$ cat config.mk
export PLATFORM = sky130hd
export DESIGN_NAME = ialu_fifo
export DESIGN_NICKNAME = d
export VERILOG_FILES = /design/src/rtl/core/ialu_pkg.sv /design/src/rtl/core/ialu_fifo.sv
export SDC_FILE = /design/constraint.sdc
export NUM_CORES = 1
export LEC_CHECK = 0
export BUFFER_PORTS_ARGS = -buffer_cell sky130_fd_sc_hd__buf_2
export CORE_MARGIN = 3
export CORE_UTILIZATION = 42
export CTS_BUF_LIST = sky130_fd_sc_hd__clkbuf_4 sky130_fd_sc_hd__clkbuf_8 sky130_fd_sc_hd__clkbuf_16
export DETAILED_ROUTE_END_ITERATION = 8
export PLACE_DENSITY_LB_ADDON = 0.1
export SYNTH_ARGS = -nofsm -noshare
export SYNTH_HDL_FRONTEND = slang
export SYNTH_SLANG_ARGS = --single-unit
$ cat constraint.sdc
create_clock -name clk -period 11.11 [get_ports clk]
set_input_delay 1.6665 -clock clk [delete_from_list [all_inputs] [get_ports clk]]
set_output_delay 1.6665 -clock clk [all_outputs]
set_load 0.05 [all_outputs]
$ cat src/rtl/core/ialu_pkg.sv
// Shared types for the integer ALU: operation codes, status codes and the
// per-item control word passed from front end through the queue to the back end.
// No dependencies.
`default_nettype none
package ialu_pkg;

	typedef enum logic [3:0] {
		K_ADD  = 4'd0,
		K_SUB  = 4'd1,
		K_MUL  = 4'd2,
		K_DIV  = 4'd3,
		K_REM  = 4'd4,
		K_XOR  = 4'd5,
		K_AND  = 4'd6,
		K_OR   = 4'd7,
		K_SHL  = 4'd8,
		K_SHR  = 4'd9,
		K_NOT  = 4'd10,
		K_NONE = 4'd15
	} kind_t;

	localparam logic [1:0] ST_OK      = 2'd0;
	localparam logic [1:0] ST_DIVZERO = 2'd1;
	localparam logic [1:0] ST_REMZERO = 2'd2;

	typedef struct packed {
		kind_t kind;
		logic  bz;    // operand_b is zero
	} ctl_t;

endpackage
`default_nettype wire

$ cat src/rtl/core/ialu_fifo.sv
// Two-entry queue between front end and back end.
// Depends on ialu_pkg.
`default_nettype none
module ialu_fifo #(
	parameter int DW = 64
) (
	input  wire logic          clk,
	input  wire logic          arst_n,
	input  wire logic          push,
	input  wire ialu_pkg::ctl_t w_ctl,
	input  wire logic [4*DW-1:0] w_data,
	output logic               full,
	output logic               empty,
	input  wire logic          pop,
	output ialu_pkg::ctl_t     r_ctl,
	output logic [4*DW-1:0]    r_data
);
	import ialu_pkg::*;

	ctl_t            ctl_mem [2];
	logic [4*DW-1:0] dat_mem [2];
	logic            wp_q, rp_q;
	logic [1:0]      cnt_q;
	logic            do_push, do_pop;

	assign full    = (cnt_q == 2'd2);
	assign empty   = (cnt_q == 2'd0);
	assign do_push = push && !full;
	assign do_pop  = pop && !empty;

	always_ff @(posedge clk or negedge arst_n) begin
		if (!arst_n) begin
			wp_q  <= 1'b0;
			rp_q  <= 1'b0;
			cnt_q <= 2'd0;
		end else begin
			if (do_push) wp_q <= !wp_q;
			if (do_pop)  rp_q <= !rp_q;
			cnt_q <= cnt_q + 2'(do_push) - 2'(do_pop);
		end
	end

	always_ff @(posedge clk) begin
		if (do_push) begin
			ctl_mem[wp_q] <= w_ctl;
			dat_mem[wp_q] <= w_data;
		end
	end

	assign r_ctl  = ctl_mem[rp_q];
	assign r_data = dat_mem[rp_q];
endmodule
`default_nettype wire

**Word-level counts from Yosys, hierarchy flattened**

Memories as Yosys holds them, arrays and structs flattened.
Cells that the tools add are included.

- $add $sub $neg: 2
- Multiply operators: 0
- Divide/modulo/power cells: 0
- Magnitude comparators: 0
- Equality and inequality tests: 1
- Shifts and indexed selects: 0
- Multiplexer cells: 2
- Bitwise logic cells: 0
- Reductions and logical operators: 7

Operators with widths:

| cell | number |
|---|---|
| $logic_not 1->1 | 4 |
| $add 2x1->2 | 1 |
| $eq 2x2->1 const B | 1 |
| $logic_and 1x1->1 | 2 |
| $logic_not 2->1 | 1 |
| $mux 1 | 2 |
| $sub 2x1->2 | 1 |

- Bits in registers: 4
- Bits in latches: 0
- Memory bits (writable): 522
- Bits in read-only memories: 0
- Input bits: 265
- Logic and storage cells: 17
- Memories: 2

Memories:

| memory | words | bits a word | rd ports | clocked after Yosys merged registers in | wr ports | RTL line | source |
|---|---|---|---|---|---|---|---|
| dat_mem | 2 | 256 | 1 | 0 | 1 | ialu_fifo.sv:21 | `logic [4*DW-1:0] dat_mem [2];` |
| ctl_mem | 2 | 5 | 1 | 0 | 1 | ialu_fifo.sv:20 | `ctl_t ctl_mem [2];` |

**Longest topological paths before layout**

Gate-level depths: netlist of the first run.

- Depth after elaboration: 5
- Gate-level depth with buffers: 7
- Mapped depth without buffers: 7

**Worst setup path after synthesis of the first run**

No wires, ideal clock.

- Path kind: input -> register
- Start point: input push
- End point: memory ctl_mem[0][0] (netlist bit) (enable)
- Setup time: 0.888 ns
- Data arrival time: 12.571 ns
- Required time: 10.222 ns
- Setup slack: -2.348 ns
- Cell stages on the path: 2
- Path buffers: 0
- Cells stage by stage: nand2_1 -> nor2_1

- Longest elaborated chain between the ends: 3

RTL lines:

| item | RTL line | source |
|---|---|---|
| start, declared | ialu_fifo.sv:9 | `input wire logic push,` |
| $logic_and 1x1->1 | ialu_fifo.sv:28 | `assign do_push = push && !full;` |
| $mux 1 | ialu_fifo.sv:44 | `if (do_push) begin` |
| $mux 1 (implied by the code) | ialu_fifo.sv:45 | `ctl_mem[wp_q] <= w_ctl;` |
| end, declared | ialu_fifo.sv:20 |  |

No other way between the ends.

**Worst setup path in the final report of the first run**

- Start point: register rp_q
- End point: output r_data[118]

- Longest elaborated chain between the ends: 1

RTL lines:

| item | RTL line | source |
|---|---|---|
| start, declared | ialu_fifo.sv:22 | `logic wp_q, rp_q;` |
| start signal, assigned | ialu_fifo.sv:38 | `if (do_pop) rp_q <= !rp_q;` |
| $mem_v2 2x256 | -- |  |
| end, declared | ialu_fifo.sv:16 | `output logic [4*DW-1:0] r_data` |

No other way between the ends.

==> results of run 1 <==
[placed cells by master, fill, tap and decap left out, drive strengths merged]
cell type,instances
and3,1
buf,535
bufinv,2
clkbuf,65
clkinv,31
clkinvlp,2
dfrtp,4
diode,13
edfxtp,522
ha,2
inv,2
mux2,261
nand2,1
nand2b,1
nor2,2
nor2b,1
xnor2,3
xor2,1
[metrics by stage]
step / hold WS, ns / util / instances / cell area [um2]
after CTS: 0.525 / 0.537 / 2036 / 24700
after global placement: 0.497 / 0.500 / 1936 / 23000
after floorplan: 0.468 / - / 830 / 19800
after global routing: 0.540 / 0.537 / 2043 / 24700
final: 0.522 / 0.537 / 2049 / 24700
after detailed placement: 0.513 / 0.500 / 1936 / 23000
[worst paths after layout]
path	startpoint	endpoint	slack, ns	depth (start not counted)
min in group asynchronous	arst_n	cnt_q[1]	0.87	1
max in group asynchronous	arst_n	rp_q	10.09	1
setup / recovery	rp_q	r_data[118]	6.00	3
hold reg to reg	cnt_q[1]	cnt_q[1]	0.52	1
setup reg to reg	cnt_q[1]	dat_mem[0][134]	7.54	5
hold / removal	cnt_q[1]	cnt_q[1]	0.52	1
[sequential cells by signal (all words and copies together), names as in the netlist]
register  count
cnt_q         2
ctl_mem      10
dat_mem     512
rp_q          1
wp_q          1
[final cells by class]
class / instances / area, um2 / share of cell area
Clock buffer: 65 / 1490 / 0.0602
Antenna cell: 13 / 32.5 / 0.00132
Clock inverter: 35 / 206 / 0.00836
Inverter: 2 / 7.51 / 0.000304
Tap cell: 600 / 751 / 0.0304
Sequential cell: 526 / 15800 / 0.639
Multi-Input combinational cell: 273 / 3720 / 0.150
Timing Repair Buffer: 535 / 2720 / 0.110
[per-layer routing]
layer	share of wire	wire length (um)	GRT usage
met5	0.0016	74	0
met4	0.032	1450	0.0716
met3	0.093	4180	0.0755
met2	0.50	22300	0.290
met1	0.38	16900	0.200
[power breakdown]
part	switching, mW	internal (mW)	leakage, nW
combinational	2.42	1.01	3.98
sequential	0.144	2.72	4.89
clock	0.715	0.992	0.838
total	3.28	4.72	9.71
[cells by family (layout without fill, tap and decap cells)]
kind of cell / after synthesis / in the layout / share of synthesized area
adders and majority gates: 2 / 2 / 0.00127
other: 0 / 13 / 0
muxes: 261 / 261 / 0.183
buffers and inverters: 31 / 637 / 0.0144
DFF: 526 / 526 / 0.798
xor gates and xnor gates: 4 / 4 / 0.00177
and+or+nand+nor: 6 / 6 / 0.00152
==> flow_summary.yaml, run 1 <==
outcome:
  run_status: "finished clean"
clock_tree:
  clk_latency_ns: 0.59
  clk_pin_slew_worst_paths_ns: 0.06
  cts-root-buf: "clkbuf_16"
  h-tree-depth: 2
  cts_tree: "done"
  ctsResizeCount: 0
  clk_path_buf_depth: 3
  clock_sinks: 526
  cts-buffers-inserted: 55
  postCtsHoldBufs: 0
  post_cts_buffers: 0
global_routing:
  antenna_found_initial: 20
  grt_max_degree: 161
  grt_pass1_vias: 10400
  overflow: 0
  grtUsageTotal: 0.175
  grt_pass1_wl_um: 64900
timing:
  tightestPinTransition_ns: 1.29
  fin_crit_sh: 0.460
  setup_viol: 0
  slew_headroom: 0.139
  rsz0062_at_grt: "false"
  fin_skew_ns: 0.0252
  fin_ws_ns: 6.00
  finalSetupTns_ns: 0
  finalMaxSlewViolations: 0
  hold_violations: 0
  max_freq_ghz: 0.196
  finalCriticalPeriod_ns: 5.11
synth:
  synth_top_area_cell: "edfxtp_1"
  syn_avg_cell_area_um2: 23.8
  synth_top_area_share: 0.793
  synthCells: 830
  synth_cell_type_count: 15
  synth-edff-count: 522
  yosysSeqAreaShare: 0.798
  ys_top_cells_by_count: "522 x edfxtp_1, 180 x mux2_4, 81 x mux2_2"
  yosys_warnings: 0
  ys_async_sr_fraction: 0.00760
  synth_seq_cells: 526
  synth_ff_type: "edfxtp_1"
  syn_nets: 1097
  yosys-top-cells-area: "edfxtp_1 79%, mux2_4 14%, mux2_2 4.6%, buf_6 1.2%, dfrtp_1 0.51%"
  synthesis.area_um2: 19800
  yosysMostFrequentCell: "edfxtp_1"
worst_setup_path:
  start_kind: "flip-flop"
  crit_fanout: 63
  worstSetupPathType: "flip-flop to output port"
  cp_num_buf_inv: 2
  endpoint_kind: "output port"
  cpPeakStageDelay_ns: 1.08
  critPathSlowestCell: "dfrtp_4"
  worstPathCellList: "buf_4, mux2_4, buf_2"
  critPathRequiredTime_ns: 9.44
  arrival_ns: 3.45
  crit_family: "buffers and inverters"
pwr:
  ir_drop_mv: 0.299
  p_total_mw: 8.00
  powerDensity_nw_per_um2: 324
  power_leakage_nw: 9.71
routing:
  via_count: 9821
  drt_first_pass_iters: 4
  drcViolationCount: 0
  via_per_inst: 4.79
  drt.antenna.violating_nets: 0
  drt_iter0_drc: 539
  wl_um: 44900
  wl_per_cell_um: 21.9
placed_design:
  hpwl_um: 30600
  numPortBuffers: 527
  routabilityCongestion: 0.758
  pre_cts_ws_ns: 6.30
die:
  io_pins: 528
  start_util: 0.430
  die_h_um: 223
  fp.coreArea_um2: 46000
  dieArea_um2: 49700
  die_w_um: 223
  rows: 78
layout:
  drive_above_1_share: 0.611
  fillers: 3740
  area.growth.synth_to_final_pct: 25.0
  nNetsFinal: 1660
run:
  cap_violations: 0
worst_hold_path:
  hp-class: "flip-flop to flip-flop"
Note: power is estimated with default switching activity, not from simulation.
==> run 2, diff against run 1 <==
Clock period 11.11 ns to 5.2 ns, I/O delays scaled along.
==> run 2 against run 1 <==
Net effect: final area grew 0.74%; routed wire length grew 1.1%; global-route usage grew 0.076 points; flip-flop and latch count is the same; hold slack lost 0.15 ns; critical path depth is the same; sequential share of layout area shrank 0.47 points; critical endpoint is now r_data[57]; highest routed layer unchanged.
==> flow_summary.yaml, run 2 (synthesis results as in run 1) <==
layout:
  nNetsFinal: 1665
  fin_cells: 2054
  largest_register_ffs: 512
  design_area_um2: 24900
  drive_above_1_share: 0.616
  area.growth.synth_to_final_pct: 25.9
  top_regs: "dat_mem x512, ctl_mem x10, cnt_q x2"
  fillers: 3675
  top_register: "dat_mem"
  final_common_cell: "buf_2"
  multi_input_area_um2: 3720
  seqCellArea_um2: 15800
  mostFrequentLayoutCells: "527 x buf_2, 522 x edfxtp_1, 180 x mux2_4"
worst_setup_path:
  critPathRequiredTime_ns: 4.42
  ff2ff_path_depth: 3
  cpPeakStageDelay_ns: 1.06
  worstPathCellList: "buf_4, mux2_2, buf_2"
  crit_family: "flip-flops"
  cp_num_cells: 3
  r2r-end: "dat_mem[1][13]"
  crit_fanout: 58
  worstSetupPathType: "flip-flop to output port"
  endpoint_kind: "output port"
  cp_num_buf_inv: 2
  reg2reg_from: "cnt_q[1]"
  critPathSlowestCell: "dfrtp_4"
  crit_start: "rp_q"
  arrival_ns: 2.74
  endpoint: "r_data[57]"
  start_kind: "flip-flop"
  r2r_setup_slack_ns: 2.82
worst_hold_path:
  hp-class: "input pin to flip-flop"
  hold-path-cell-count: 1
timing:
  finalMaxSlewViolations: 0
  hold_violations: 0
  fin_skew_ns: 0.0112
  setup_viol: 0
  tightestPinTransition_ns: 0.986
  rsz0062_at_grt: "false"
  finalCriticalPeriod_ns: 3.52
  max_freq_ghz: 0.284
  finalSetupTns_ns: 0
  fin_crit_sh: 0.677
  slew_headroom: 0.343
global_routing:
  grt_pass1_wl_um: 64900
  met1_usage: 0.203
  grt_pass1_vias: 10200
  grt-busiest-layer: "met2"
  use_met2: 0.294
  overflow: 0
  grtUsageTotal: 0.175
  antenna_found_initial: 18
  grt_max_degree: 138
  met3_usage: 0.0743
clock_tree:
  cts-buffers-inserted: 54
  cts_tree: "done"
  h-tree-depth: 2
  clk_pin_slew_worst_paths_ns: 0.06
  clock_sinks: 526
  clk_path_buf_depth: 3
  cts-root-buf: "clkbuf_16"
  ctsResizeCount: 0
  clk_latency_ns: 0.59
die:
  rows: 78
  io_pins: 528
  start_util: 0.430
  die_h_um: 223
  die_w_um: 223
  dieArea_um2: 49700
  fp.coreArea_um2: 46000
routing:
  wl_per_cell_um: 22.1
  drt_first_pass_iters: 6
  wl_um: 45300
  via_per_inst: 4.78
  drcViolationCount: 0
  drt.antenna.violating_nets: 0
  drt_iter0_drc: 623
  via_count: 9809
run:
  cap_violations: 0
placed_design:
  dpl_cell_area_um2: 23100
  numPortBuffers: 527
  routabilityCongestion: 0.813
  dpl.cell_count: 1941
  hpwl_um: 31400
pwr:
  power_leakage_nw: 9.79
  ir_drop_mv: 0.541
  powerDensity_nw_per_um2: 692
outcome:
  run_status: "finished clean"
[run 2: what timing repair did]
item | CTS | global route
setup buffers | 0 | 0
hold buffers | 1 | 0
hold endpoints to repair | 4 | 0
[run 2: report_power, final]
group	internal (mW)	switching, mW	leakage [nW]
clock	2.24	1.53	0.866
combinational	2.17	5.15	4.03
sequential	5.80	0.322	4.89
total	10.2	7.01	9.79
[run 2: how the worst min path moves through the flow]
stage / from / endpoint / slack [ns]
2_1_floorplan: cnt_q[1] / cnt_q[1] / 0.47
4_1_cts: w_data[144] / dat_mem[1][144] / 0.33
3_3_place_gp: cnt_q[1] / cnt_q[1] / 0.49
3_5_place_dp: cnt_q[1] / cnt_q[1] / 0.50
6_report: w_data[144] / dat_mem[0][144] / 0.37
5_1_grt: w_data[144] / dat_mem[0][144] / 0.33
[run 2: metrics by stage]
stage | setup WS (ns) | power, mW | util | hold WS [ns]
final | 1.68 | 17.2 | 0.541 | 0.375
after global routing | 1.54 | 17.9 | 0.541 | 0.332
after CTS | 1.59 | 17.4 | 0.541 | 0.327
after detailed placement | 2.24 | 13.6 | 0.502 | 0.504
after global placement | 2.26 | 13.6 | 0.502 | 0.489
after floorplan | 0.0528 | 12.1 | - | 0.468
[run 2: final cells by class]
type,instances,area share
timing repair buffer,541,0.114
tap,600,0.0302
clock inverter,31,0.00975
multi-input combinational,273,0.149
clock buffer,68,0.0606
inverter,2,0.000302
sequential,526,0.634
antenna,13,0.00131
[run 2: worst register-to-register path: cells and delay by family (launching register included)]
family | cells | cell delay [ns]
buf+inv | 1 | 0.57
simple gates | 2 | 1.03
flops | 1 | 0.41
[run 2: routing by layer]
metal	part of all wire	vias up
li1	-	4481
met5	0.0013	-
met2	0.50	397
met4	0.026	12
met1	0.38	4837
met3	0.096	82
