## src/rtl/core/ialu_pkg.sv

```systemverilog
// Shared types for the integer ALU: operation codes, status codes and the
// per-item control word passed from front end through the queue to the back end.
// No dependencies.
`default_nettype none
package ialu_pkg;

	typedef enum logic [3:0] {
		K_ADD  = 4'd0,
		K_SUB  = 4'd1,
		K_MUL  = 4'd2,
		K_DIV  = 4'd3,
		K_REM  = 4'd4,
		K_XOR  = 4'd5,
		K_AND  = 4'd6,
		K_OR   = 4'd7,
		K_SHL  = 4'd8,
		K_SHR  = 4'd9,
		K_NOT  = 4'd10,
		K_NONE = 4'd15
	} kind_t;

	localparam logic [1:0] ST_OK      = 2'd0;
	localparam logic [1:0] ST_DIVZERO = 2'd1;
	localparam logic [1:0] ST_REMZERO = 2'd2;

	typedef struct packed {
		kind_t kind;
		logic  bz;    // operand_b is zero
	} ctl_t;

endpackage
`default_nettype wire

```

## src/rtl/core/ialu_front.sv

```systemverilog
// Front end: input register and operation decode.
// Depends on ialu_pkg.
`default_nettype none
module ialu_front #(
	parameter int DW = 64
) (
	input  wire logic            clk,
	input  wire logic            arst_n,
	input  wire logic            in_valid,
	output logic                 in_stall,
	input  wire logic [3:0]      operation,
	input  wire logic [DW-1:0]   operand_a,
	input  wire logic [DW-1:0]   operand_b,
	output logic                 f_valid,
	input  wire logic            f_full,
	output ialu_pkg::ctl_t       f_ctl,
	output logic [DW-1:0]        f_a,
	output logic [DW-1:0]        f_b,
	output logic [DW-1:0]        f_dvd,
	output logic [DW-1:0]        f_dvs
);
	import ialu_pkg::*;

	logic   v_q;
	ctl_t   ctl_q;
	logic [DW-1:0] a_q, b_q, dvd_q, dvs_q;
	kind_t  kind_d;
	logic   take;

	assign in_stall = v_q && f_full;
	assign take     = in_valid && !in_stall;

	always_comb begin
		unique case (operation)
			K_ADD:   kind_d = K_ADD;
			K_SUB:   kind_d = K_SUB;
			K_MUL:   kind_d = K_MUL;
			K_DIV:   kind_d = K_DIV;
			K_REM:   kind_d = K_REM;
			K_XOR:   kind_d = K_XOR;
			K_AND:   kind_d = K_AND;
			K_OR:    kind_d = K_OR;
			K_SHL:   kind_d = K_SHL;
			K_SHR:   kind_d = K_SHR;
			K_NOT:   kind_d = K_NOT;
			default: kind_d = K_NONE;
		endcase
	end

	always_ff @(posedge clk or negedge arst_n) begin
		if (!arst_n) begin
			v_q <= 1'b0;
		end else if (!in_stall) begin
			v_q <= in_valid;
		end
	end

	// shifts borrow the divider: operand_b mod DW gives the amount
	always_ff @(posedge clk) begin
		if (take) begin
			ctl_q.kind <= kind_d;
			ctl_q.bz   <= (operand_b == '0);
			a_q        <= operand_a;
			b_q        <= operand_b;
			if (kind_d == K_SHL || kind_d == K_SHR) begin
				dvd_q <= operand_b;
				dvs_q <= DW'(DW);
			end else begin
				dvd_q <= operand_a;
				dvs_q <= operand_b;
			end
		end
	end

	assign f_valid = v_q;
	assign f_ctl   = ctl_q;
	assign f_a     = a_q;
	assign f_b     = b_q;
	assign f_dvd   = dvd_q;
	assign f_dvs   = dvs_q;
endmodule
`default_nettype wire

```

## config.mk

```make
export PLATFORM = sky130hd
export DESIGN_NAME = ialu_front
export DESIGN_NICKNAME = d
export VERILOG_FILES = /design/src/rtl/core/ialu_pkg.sv /design/src/rtl/core/ialu_front.sv
export SDC_FILE = /design/constraint.sdc
export NUM_CORES = 1
export LEC_CHECK = 0
export ABC_AREA = 1
export BUFFER_PORTS_ARGS = -buffer_cell sky130_fd_sc_hd__buf_2
export CAP_MARGIN = 25
export CORE_ASPECT_RATIO = 1.75
export CORE_UTILIZATION = 31
export CTS_CLUSTER_SIZE = 28
export DETAILED_ROUTE_END_ITERATION = 8
export SYNTH_ARGS = -nofsm -noshare
export SYNTH_HDL_FRONTEND = slang
export SYNTH_SLANG_ARGS = --single-unit
```

## constraint.sdc

```tcl
create_clock -name clk -period 12.15 [get_ports clk]
set_input_delay 1.215 -clock clk [delete_from_list [all_inputs] [get_ports clk]]
set_output_delay 1.215 -clock clk [all_outputs]
set_load 0.02 [all_outputs]
```

# Yosys cells after proc, flatten, opt, wreduce, memory -nomap -nowiden
# Memory sizes are Yosys's and may differ from the RTL's.
# Index checks and enable logic that the tools add are counted.
# op_classes
bitwise_logic	0
eq_ne	2
mul	0
add_sub_neg	0
muxes	1
order_cmp	0
n_reduce_logical	5
shift	0
n_div	0
# ops
operator	count
logical NOT 64 bit	1
two-way mux 64 bit	1
equality test 4 bit, second input constant	2
logical AND 1 bit	2
logical NOT 1 bit	1
logical OR 1 bit	1
# totals
regBits	262
ramBits	0
wordCells	16
latch_bits	0
mem_count	1
mem_bits_ro	64
# memory_table
name	words	word_bits	rd	rd_ports_with_merged_regs	wr	line	text
(no name shown)	16	4	1	0	0	ialu_front.sv:34	unique case (operation)

# Depth between registers and ports, before layout
# Gate-level depths: netlist (run 1).
# An unclocked memory read counts as a cell.
# logic_depth
depth_word	4
depth_mapped	7
ltp_nobuf	7

# Worst setup path before layout (run 1)
# OpenSTA, ideal clock, no wires.
# synth_timing
kind	in2reg
from	input port f_full
to	register a_q[0], in the netlist f_a[0] (enable)
required_ns	11.261
stages	3
path_buffers	0
arrival_ns	12.221
setup_slack_ns	-0.959
cell_sequence	nand2_1 -> inv_1 -> nor2_1
# synth_between
elab_chain_len	3
# synth_rtl
item	line	text
from (decl)	ialu_front.sv:15	input wire logic f_full,
logical AND 1 bit	ialu_front.sv:30	assign in_stall = v_q && f_full;
net in_stall	ialu_front.sv:10	output logic in_stall,
logical NOT 1 bit	n/a	
logical AND 1 bit	ialu_front.sv:31	assign take = in_valid && !in_stall;
net take	ialu_front.sv:28	logic take;
to (signal assigned)	ialu_front.sv:63	a_q <= operand_a;
to (decl)	ialu_front.sv:26	logic [DW-1:0] a_q, b_q, dvd_q, dvs_q;
# The timed path passes the listed nets, and every way through them passes these cells.
# A chain may end at the register's enable or synchronous reset.

# Final worst setup path (run 1)
# layout_timing
from	input port f_full
to	output port in_stall
# layout_between
elab_chain_len	1
# layout_rtl
item	line
logical AND 1 bit	ialu_front.sv:30
to (decl)	ialu_front.sv:10
# Every way passes these cells.

==> results of run 1 <==
-- logic make-up (layout without fill, tap and decap cells) --
logic type / after synthesis / count (layout) / share of synthesized area [%]
buffers and inverters: 119 / 553 / 5.215
AOI/OAI and AO/OA: 36 / 36 / 2.127
and+or+nand+nor: 156 / 156 / 6.317
DFF: 262 / 262 / 81.52
muxes: 31 / 31 / 4.826
-- registers in the layout, indices dropped and copies added (netlist names) --
| name | cells |
|---|---|
| f_dvs | 64 |
| f_dvd | 64 |
| f_valid | 1 |
| f_ctl | 5 |
| f_b | 64 |
| f_a | 64 |
-- final timing paths --
| check | startpoint | to | slack (ns) |
|---|---|---|---|
| worst max-delay path | f_full | in_stall | 9.31 |
| worst min-delay path | arst_n | f_valid$_DFFE_PN0N_ | 0.45 |
| worst max register to register | f_valid$_DFFE_PN0N_ | f_dvs[20]$_SDFFCE_PP0P_ | 9.88 |
| worst min register to register | f_valid$_DFFE_PN0N_ | f_valid$_DFFE_PN0N_ | 0.50 |
| max in group asynchronous | arst_n | f_valid$_DFFE_PN0N_ | 11.61 |
| min in group clk | f_valid$_DFFE_PN0N_ | f_valid$_DFFE_PN0N_ | 0.50 |
-- stage by stage --
step,cells,util [%],hold WS [ns],power [mW]
6_report,1429,42.28,0.4533,2.141
3_3_place_gp,1382,39.23,0.4858,1.317
4_1_cts,1427,42.10,0.4165,2.165
3_5_place_dp,1382,39.23,0.4893,1.321
2_1_floorplan,604,-,0.5995,1.229
5_1_grt,1429,42.28,0.4242,2.212
-- cells in the mapped netlist --
library cell	number
buf_1	1
buf_2	6
buf_4	1
buf_6	6
clkbuf_1	3
dfrtp_1	1
edfxtp_1	261
inv_1	102
mux2_4	31
nand2_1	121
nand3_4	1
nand4_1	4
nor2_1	30
o21ai_0	29
o21ai_2	6
o31ai_1	1
-- cell type report --
type / instances / area [um2]
Inverter: 102 / 382.9
Timing Repair Buffer: 406 / 2092
Clock inverter: 19 / 250.2
Sequential cell: 262 / 7863
Multi-Input combinational cell: 223 / 1287
Tap cell: 391 / 489.2
Fill cell: 2865 / 17740
Clock buffer: 26 / 629.4
-- worst reg2reg max path: stages, from the launching register on --
cell and delay [ns]:
dfrtp_1 0.38, nand2_1 0.09, inv_1 0.07, nor2_4 0.10
buf_4 0.56, buf_4 0.34, buf_16 0.31
-- report_power, final --
part / switching [mW] / internal, mW / leakage (nW)
combinational: 0.155 / 0.0733 / 2.99
clock: 0.337 / 0.504 / 0.420
sequential: 0.0128 / 1.06 / 2.50
total: 0.504 / 1.64 / 5.91
-- metal layers --
| metal | vias up | GRT usage (%) | routed length [um] |
|---|---|---|---|
| met5 | - | 0 | 0 |
| met4 | 0 | 7.354 | 1054 |
| met3 | 55 | 2.929 | 1507 |
| met2 | 242 | 28.16 | 13280 |
| met1 | 2916 | 16.59 | 9069 |
| li1 | 2892 | - | - |
==> impl_metrics.ini, run 1 <==
[run_status]
status = finished clean

[die]
boundaryPins = 399
die_h_um = 235.3
die_area_mm2 = 0.03185
fp-row-count = 85
coreArea_mm2 = 0.03074
initial_core_util_pct = 31.38
die_x_um = 135.3

[clock_network]
cts_root_buf = clkbuf_16
tritoncts = built
htree_levels = 1
cts.sinks = 262
clock_path_buffers = 3
numCtsBuffers = 25
clock_latency_ns = 0.52
postCtsHoldBufs = 0
cts_setup_buffers = 0
post_cts_resized = 0
clk_pin_slew_ns = 0.06

[logic_synthesis]
ys_seq_area_share_pct = 81.52
synth_area_leaders = edfxtp_1, mux2_4, nand2_1
syn_inst = 604
syn_nets = 740
synth_seq_cells = 262
netlist.area_leader.share_pct = 81.26
synth_cell_types = 16
yosys.area.top_type = edfxtp_1
syn_avg_cell_area_um2 = 15.97
syn_area_mm2 = 0.009646
ys.warnings.count = 0

[global_route]
grt-ovfl-total = 0
antenna_found_initial = 0
grt_max_degree = 86
grt_pass1_wl_um = 36300
grt_pass1_vias = 6185
gr-usage-all-layers_pct = 15.36

[timing]
setup_viol = 0
post-route-min-period_ns = 2.843
layout_setup_ws_ns = 9.307
setup_tns_ns = 0
min_period_over_period_pct = 23.40
fin_skew_ns = 0.006245
fmax_mhz = 351.7
rsz0062_at_grt = no
tightest_slew_ns = 0.9036
relSlewSlack_pct = 39.76
finalMaxSlewViolations = 0
hold_violations = 0

[placement]
gp_congestion = 0.8509
dp_hpwl_um = 18500
portBuffers = 398
dpl_worst_slack_ns = 8.668
place_area_mm2 = 0.01206

[power]
powerDensity_mw_per_mm2 = 164.7
vdd_drop_max_mv = 0.1184
power.static_leakage_nw = 5.913

[worst_setup_path]
path_cells = buf_2 > nand2_1 > inv_1 > buf_2
startpoint_type = input port
worstSetupPathDepth = 4
path_class = input port to output port
cp_max_fo = 2
required_ns = 10.93
r2r_cells = 6
end_kind = output port
critical_path_buf_inv_count = 3
cp_top_family = buffers and inverters
arrival_ns = 1.63
max_stage_delay_ns = 0.18
cp_common_cell = buf_2
critPathSlowestCell = buf_2

[drt]
drt_iter0_markers = 255
wire_per_inst_um = 17.43
wl_um = 24910
ant_nets = 0
vias = 6105
viasPerCell = 4.272
firstDrtPassIters = 6
remaining_drc_errors = 0

[job]
maxCapViolations = 0

[final_layout]
final_cell_mix = buf_2, edfxtp_1, nand2_1, inv_1, mux2_4
syn_to_final_growth_pct = 34.71
layout-drive-gt1-share_pct = 46.72
design_area_mm2 = 0.01299
layout_commonest_cell = buf_2
fin_nets = 1156
antenna_cells = 0

[worst_hold_path]
hold_class = input port to async pin
Power figures use the tool's default switching activity.
==> run 2, diff against run 1 <==
==> constraint.sdc (replaced) <==
create_clock -name clk -period 2.8 [get_ports clk]
set_input_delay 0.28 -clock clk [delete_from_list [all_inputs] [get_ports clk]]
set_output_delay 0.28 -clock clk [all_outputs]
set_load 0.02 [all_outputs]
==> run 2 against run 1 <==
  * Non-clock buffer count up 129
  * Global-route usage grew 0.79 points
  * Core utilization grew 4.1 points
  * Power grew to 4.3 times the previous value
  * Final cell count up 9.1%
  * Via count increased by 9.0%
  * Sequential share of layout area shrank 5.3 points
  * Largest cell class unchanged
==> impl_metrics.ini, run 2 (synthesis gave the netlist of run 1 again) <==
[drt]
wl_um = 26160
m1WireLength_um = 9783
wire_per_inst_um = 16.78
met3_length_um = 1329
wl_met2_um = 13990
drt_iter0_markers = 305
firstDrtPassIters = 7
top_layer_used = met4
remaining_drc_errors = 0
ant_nets = 0
viasPerCell = 4.269
vias = 6656

[final_layout]
antenna_cells = 0
fin_nets = 1285
final_cell_mix = buf_2, edfxtp_1, dlygate4sd3_1, nand2_1, inv_1
layout-drive-gt1-share_pct = 41.70
design_area_mm2 = 0.01424
post-route-util_pct = 46.35
layout_commonest_cell = buf_2
syn_to_final_growth_pct = 47.68

[worst_setup_path]
required_ns = 2.97
cp_max_fo = 142
r2r_end = f_dvs[18]$_SDFFCE_PP0P_
end_kind = flip-flop
crit_end = f_dvs[18]$_SDFFCE_PP0P_
startpoint_type = flip-flop
rrSetupSlack_ns = 1.04
arrival_ns = 1.93
worstReg2RegStart = f_valid$_DFFE_PN0N_
path_class = flip-flop to flip-flop
cp-startpoint = f_valid$_DFFE_PN0N_
r2r_cells = 4

[die]
initial_core_util_pct = 31.38
die_h_um = 235.3
die_x_um = 135.3
boundaryPins = 399
coreArea_mm2 = 0.03074
fp-row-count = 85
die_area_mm2 = 0.03185

[timing]
relSlewSlack_pct = 44.72
post-route-min-period_ns = 1.765
setup_viol = 0
rsz0062_at_grt = no
fmax_mhz = 566.7
tightest_slew_ns = 0.8292
layout_setup_ws_ns = 1.035
whs_ns = 0.04860
min_period_over_period_pct = 63.02
fin_skew_ns = 0.01135
hold_violations = 0
finalMaxSlewViolations = 0

[clock_network]
htree_levels = 1
post_cts_resized = 0
tritoncts = built
numCtsBuffers = 25
cts_root_buf = clkbuf_16
clock_path_buffers = 3
clk_pin_slew_ns = 0.06
clock_latency_ns = 0.54
cts.sinks = 262

[global_route]
grt_pass1_vias = 6717
grt-ovfl-total = 0
grt_pass1_wl_um = 38590
gr-usage-all-layers_pct = 16.16
antenna_found_initial = 0
grt_max_degree = 143

[placement]
place_area_mm2 = 0.01211
dp_hpwl_um = 18230
gp_congestion = 0.8256
dpl_worst_slack_ns = 1.017
portBuffers = 398

[run_status]
status = finished clean

[power]
p_total_mw = 9.199
vdd_drop_max_mv = 0.5387
power.static_leakage_nw = 6.444
powerDensity_mw_per_mm2 = 645.8

[worst_hold_path]
hold_class = input port to async pin

[job]
maxCapViolations = 0
run 2: cell count changes in the layout (fill, tap and decap cells not counted), moves of 2 or more:
cell,before,now
bufinv_16,6,3
clkinvlp_4,4,0
buf_12,0,4
inv_6,0,2
dlygate4sd3_1,0,132
buf_4,6,1
clkinv_2,5,10
clkinv_4,0,2
buf_16,2,0
run 2: power breakdown:
part           leakage [nW]  internal (mW)  total [mW]  switching, mW
combinational          3.53          0.434        1.14          0.704
sequential             2.50           4.60        4.66         0.0550
clock                 0.413           1.92        3.41           1.48
total                  6.44           6.96        9.20           2.24
run 2: layer usage:
metal,vias to the layer above,global-route usage (%)
li1,3157,-
met1,3180,17.90
met2,261,29.36
met3,58,2.476
met4,0,8.172
met5,-,0
run 2: cell type report:
cell class | count | area, um2
Clock inverter | 20 | 186.4
Multi-Input combinational cell | 223 | 1290
Timing Repair Buffer | 535 | 3401
Inverter | 102 | 385.4
Tap cell | 391 | 489.2
Fill cell | 2712 | 16490
Clock buffer | 26 | 629.4
Sequential cell | 262 | 7864
run 2: what timing repair did:
action / CTS / global route
setup buffers: 0 / 0
hold buffers: 132 / 0
endpoints found under the hold margin: 134 / 0
run 2: worst max-delay path, cell delays in order (launching register included):
cell     delay [ns]
dfrtp_2        0.42
nand2_2        0.09
inv_4          0.04
nor2_4         0.16
buf_12         0.49
run 2: metrics by stage:
stage,std cells,setup TNS (ns)
floorplan,604,-541.07
global placement,1381,0
detailed placement,1381,0
CTS,1559,0
global route,1559,0
finish,1559,0
run 2: worst min path at each step:
| stage | start | endpoint | slack [ns] | cells after the start |
|---|---|---|---|---|
| global placement | arst_n | f_valid$_DFFE_PN0N_ | 0.06 | 1 |
| global route | arst_n | f_valid$_DFFE_PN0N_ | 0.04 | 2 |
| finish | arst_n | f_valid$_DFFE_PN0N_ | 0.05 | 2 |
| floorplan | arst_n | f_valid$_DFFE_PN0N_ | -0.02 | 0 |
| detailed placement | arst_n | f_valid$_DFFE_PN0N_ | 0.06 | 1 |
| CTS | arst_n | f_valid$_DFFE_PN0N_ | 0.009 | 2 |
==> run 3, diff against run 2 <==
==> constraint.sdc (replaced) <==
create_clock -name clk -period 1.5 [get_ports clk]
set_input_delay 0.15 -clock clk [delete_from_list [all_inputs] [get_ports clk]]
set_output_delay 0.15 -clock clk [all_outputs]
set_load 0.02 [all_outputs]
==> run 3 against run 2 <==
  * Die area is the same
  * Final cell count rose by 2.5%
  * Sequential share of layout area decreased by 2.0 points
  * Global-route usage increased by 0.85 points
  * Largest power group unchanged
  * Register-to-register slack worse by 0.93 ns
  * Clock power increased by 87%
  * Critical path depth grew 3
==> impl_metrics.ini, run 3 (synthesis gave the netlist of run 1 again) <==
[final_layout]
final.fill_count = 2655
fin_nets = 1325
layout_commonest_cell = buf_2
syn_to_final_growth_pct = 53.12
layout-drive-gt1-share_pct = 42.83
post-route-util_pct = 48.05
antenna_cells = 0
final_cell_mix = buf_2, edfxtp_1, dlygate4sd3_1, nand2_1, inv_1

[global_route]
grt-ovfl-total = 0
gr-usage-all-layers_pct = 17.01
grt_pass1_vias = 6890
grt_max_degree = 47
antenna_found_initial = 0
grt_pass1_wl_um = 40090

[worst_setup_path]
cp_top_family = buffers and inverters
startpoint_type = input port
path_class = input port to flip-flop
cp_max_fo = 18
arrival_ns = 1.75
critPathSlowestCell = dlygate4sd3_1
end_kind = flip-flop
required_ns = 1.79
critical_path_buf_inv_count = 5
max_stage_delay_ns = 0.54
path_cells = dlygate4sd3_1 > buf_2 > inv_1 > nand3_4 > buf_12 > buf_4 > mux2_4

[timing]
setup_tns_ns = 0
whs_ns = 0.2158
tightest_slew_ns = 0.2201
finalMaxSlewViolations = 0
min_period_over_period_pct = 97.02
setup_viol = 0
fmax_mhz = 687.2
fin_skew_ns = 0.02438
post-route-min-period_ns = 1.455
hold_violations = 0
relSlewSlack_pct = 85.17
rsz0062_at_grt = no

[clock_network]
clock_path_buffers = 3
clk_pin_slew_ns = 0.07
numCtsBuffers = 25
clock_latency_ns = 0.54
htree_levels = 1
cts_root_buf = clkbuf_16
tritoncts = built
cts.sinks = 262

[power]
p_sw_share_pct = 24.33
p_sw_mw = 4.233
power.static_leakage_nw = 6.702
p_int_mw = 13.16
powerDensity_mw_per_mm2 = 1178
power_frac_clock_pct = 36.7
vdd_drop_max_mv = 0.7884
p_total_mw = 17.40
combPwrFrac_pct = 13.2
p_seq_share_pct = 50.1

[drt]
vias = 6881
wl_um = 28870
firstDrtPassIters = 6
wire_per_inst_um = 18.07
remaining_drc_errors = 0
drt_iter0_markers = 366
viasPerCell = 4.306
ant_nets = 0

[run_status]
status = finished clean

[die]
die_x_um = 135.3
die_h_um = 235.3
initial_core_util_pct = 31.38
die_area_mm2 = 0.03185
coreArea_mm2 = 0.03074
fp-row-count = 85
boundaryPins = 399

[placement]
dp_hpwl_um = 20280
portBuffers = 398
gp_congestion = 0.8755

[job]
maxCapViolations = 0

[worst_hold_path]
hold_class = input port to flip-flop
==> run 3: timing repair <==
item                                   CTS  global route
buffers inserted                         0             4
setup endpoints to repair                0             8
endpoints found under the hold margin  261             0
resized for setup                        0             2
hold buffers                           136             0
==> run 3: routing by layer <==
metal	wire (um)	global-route usage [%]
met1	10210	18.08
met5	0	0
met4	1245	8.274
met3	1395	2.476
met2	16030	31.97
==> run 3: worst register-to-register path: stages (launching register included) <==
cell     delay [ns]
dfrtp_2        0.40
nand2_2        0.08
inv_4          0.04
nor2_4         0.15
buf_12         0.19
buf_12         0.23
==> run 3: path summary, 6_finish.rpt <==
| check | startpoint | slack (ns) | end | cells after the start |
|---|---|---|---|---|
| max | operation[2] | 0.04 | f_dvd[11]$_DFFE_PP_ | 7 |
| min | f_full | 0.22 | f_a[28]$_DFFE_PP_ | 5 |
| max reg2reg | f_valid$_DFFE_PN0N_ | 0.11 | f_a[18]$_DFFE_PP_ | 5 |
| min reg2reg | f_valid$_DFFE_PN0N_ | 0.86 | f_a[28]$_DFFE_PP_ | 4 |
| max in group asynchronous | arst_n | 0.89 | f_valid$_DFFE_PN0N_ | 3 |
| min in group asynchronous | arst_n | 0.50 | f_valid$_DFFE_PN0N_ | 3 |
==> run 3: metrics by stage <==
stage,setup WS [ns],cell area (um2),instances
detailed placement,0.08712,12430,1409
global placement,0.09855,12430,1409
floorplan,-3.373,9659,604
global route,0.01489,14770,1598
CTS,0.08750,14610,1590
finish,0.04474,14770,1598
==> run 3: power by group through the flow <==
stage | clock [mW] | combinational (mW) | sequential (mW)
final | 6.39 | 2.30 | 8.71
after detailed placement | 0 | 1.98 | 8.87
after global placement | 0 | 1.96 | 8.87
after floorplan | 0 | 0.472 | 9.44
after CTS | 6.52 | 2.26 | 8.72
after global routing | 6.75 | 2.45 | 8.74
==> run 3: layout make-up <==
cell class / count / area (um2) / share of cell area, %
clock inverters: 14 / 171.4 / 1.161
clock buffers: 31 / 648.1 / 4.388
multi-input cells: 223 / 1290 / 8.734
repair buffers: 575 / 3921 / 26.55
well taps: 391 / 489.2 / 3.312
inverters: 102 / 385.4 / 2.609
flip-flops and latches: 262 / 7864 / 53.24
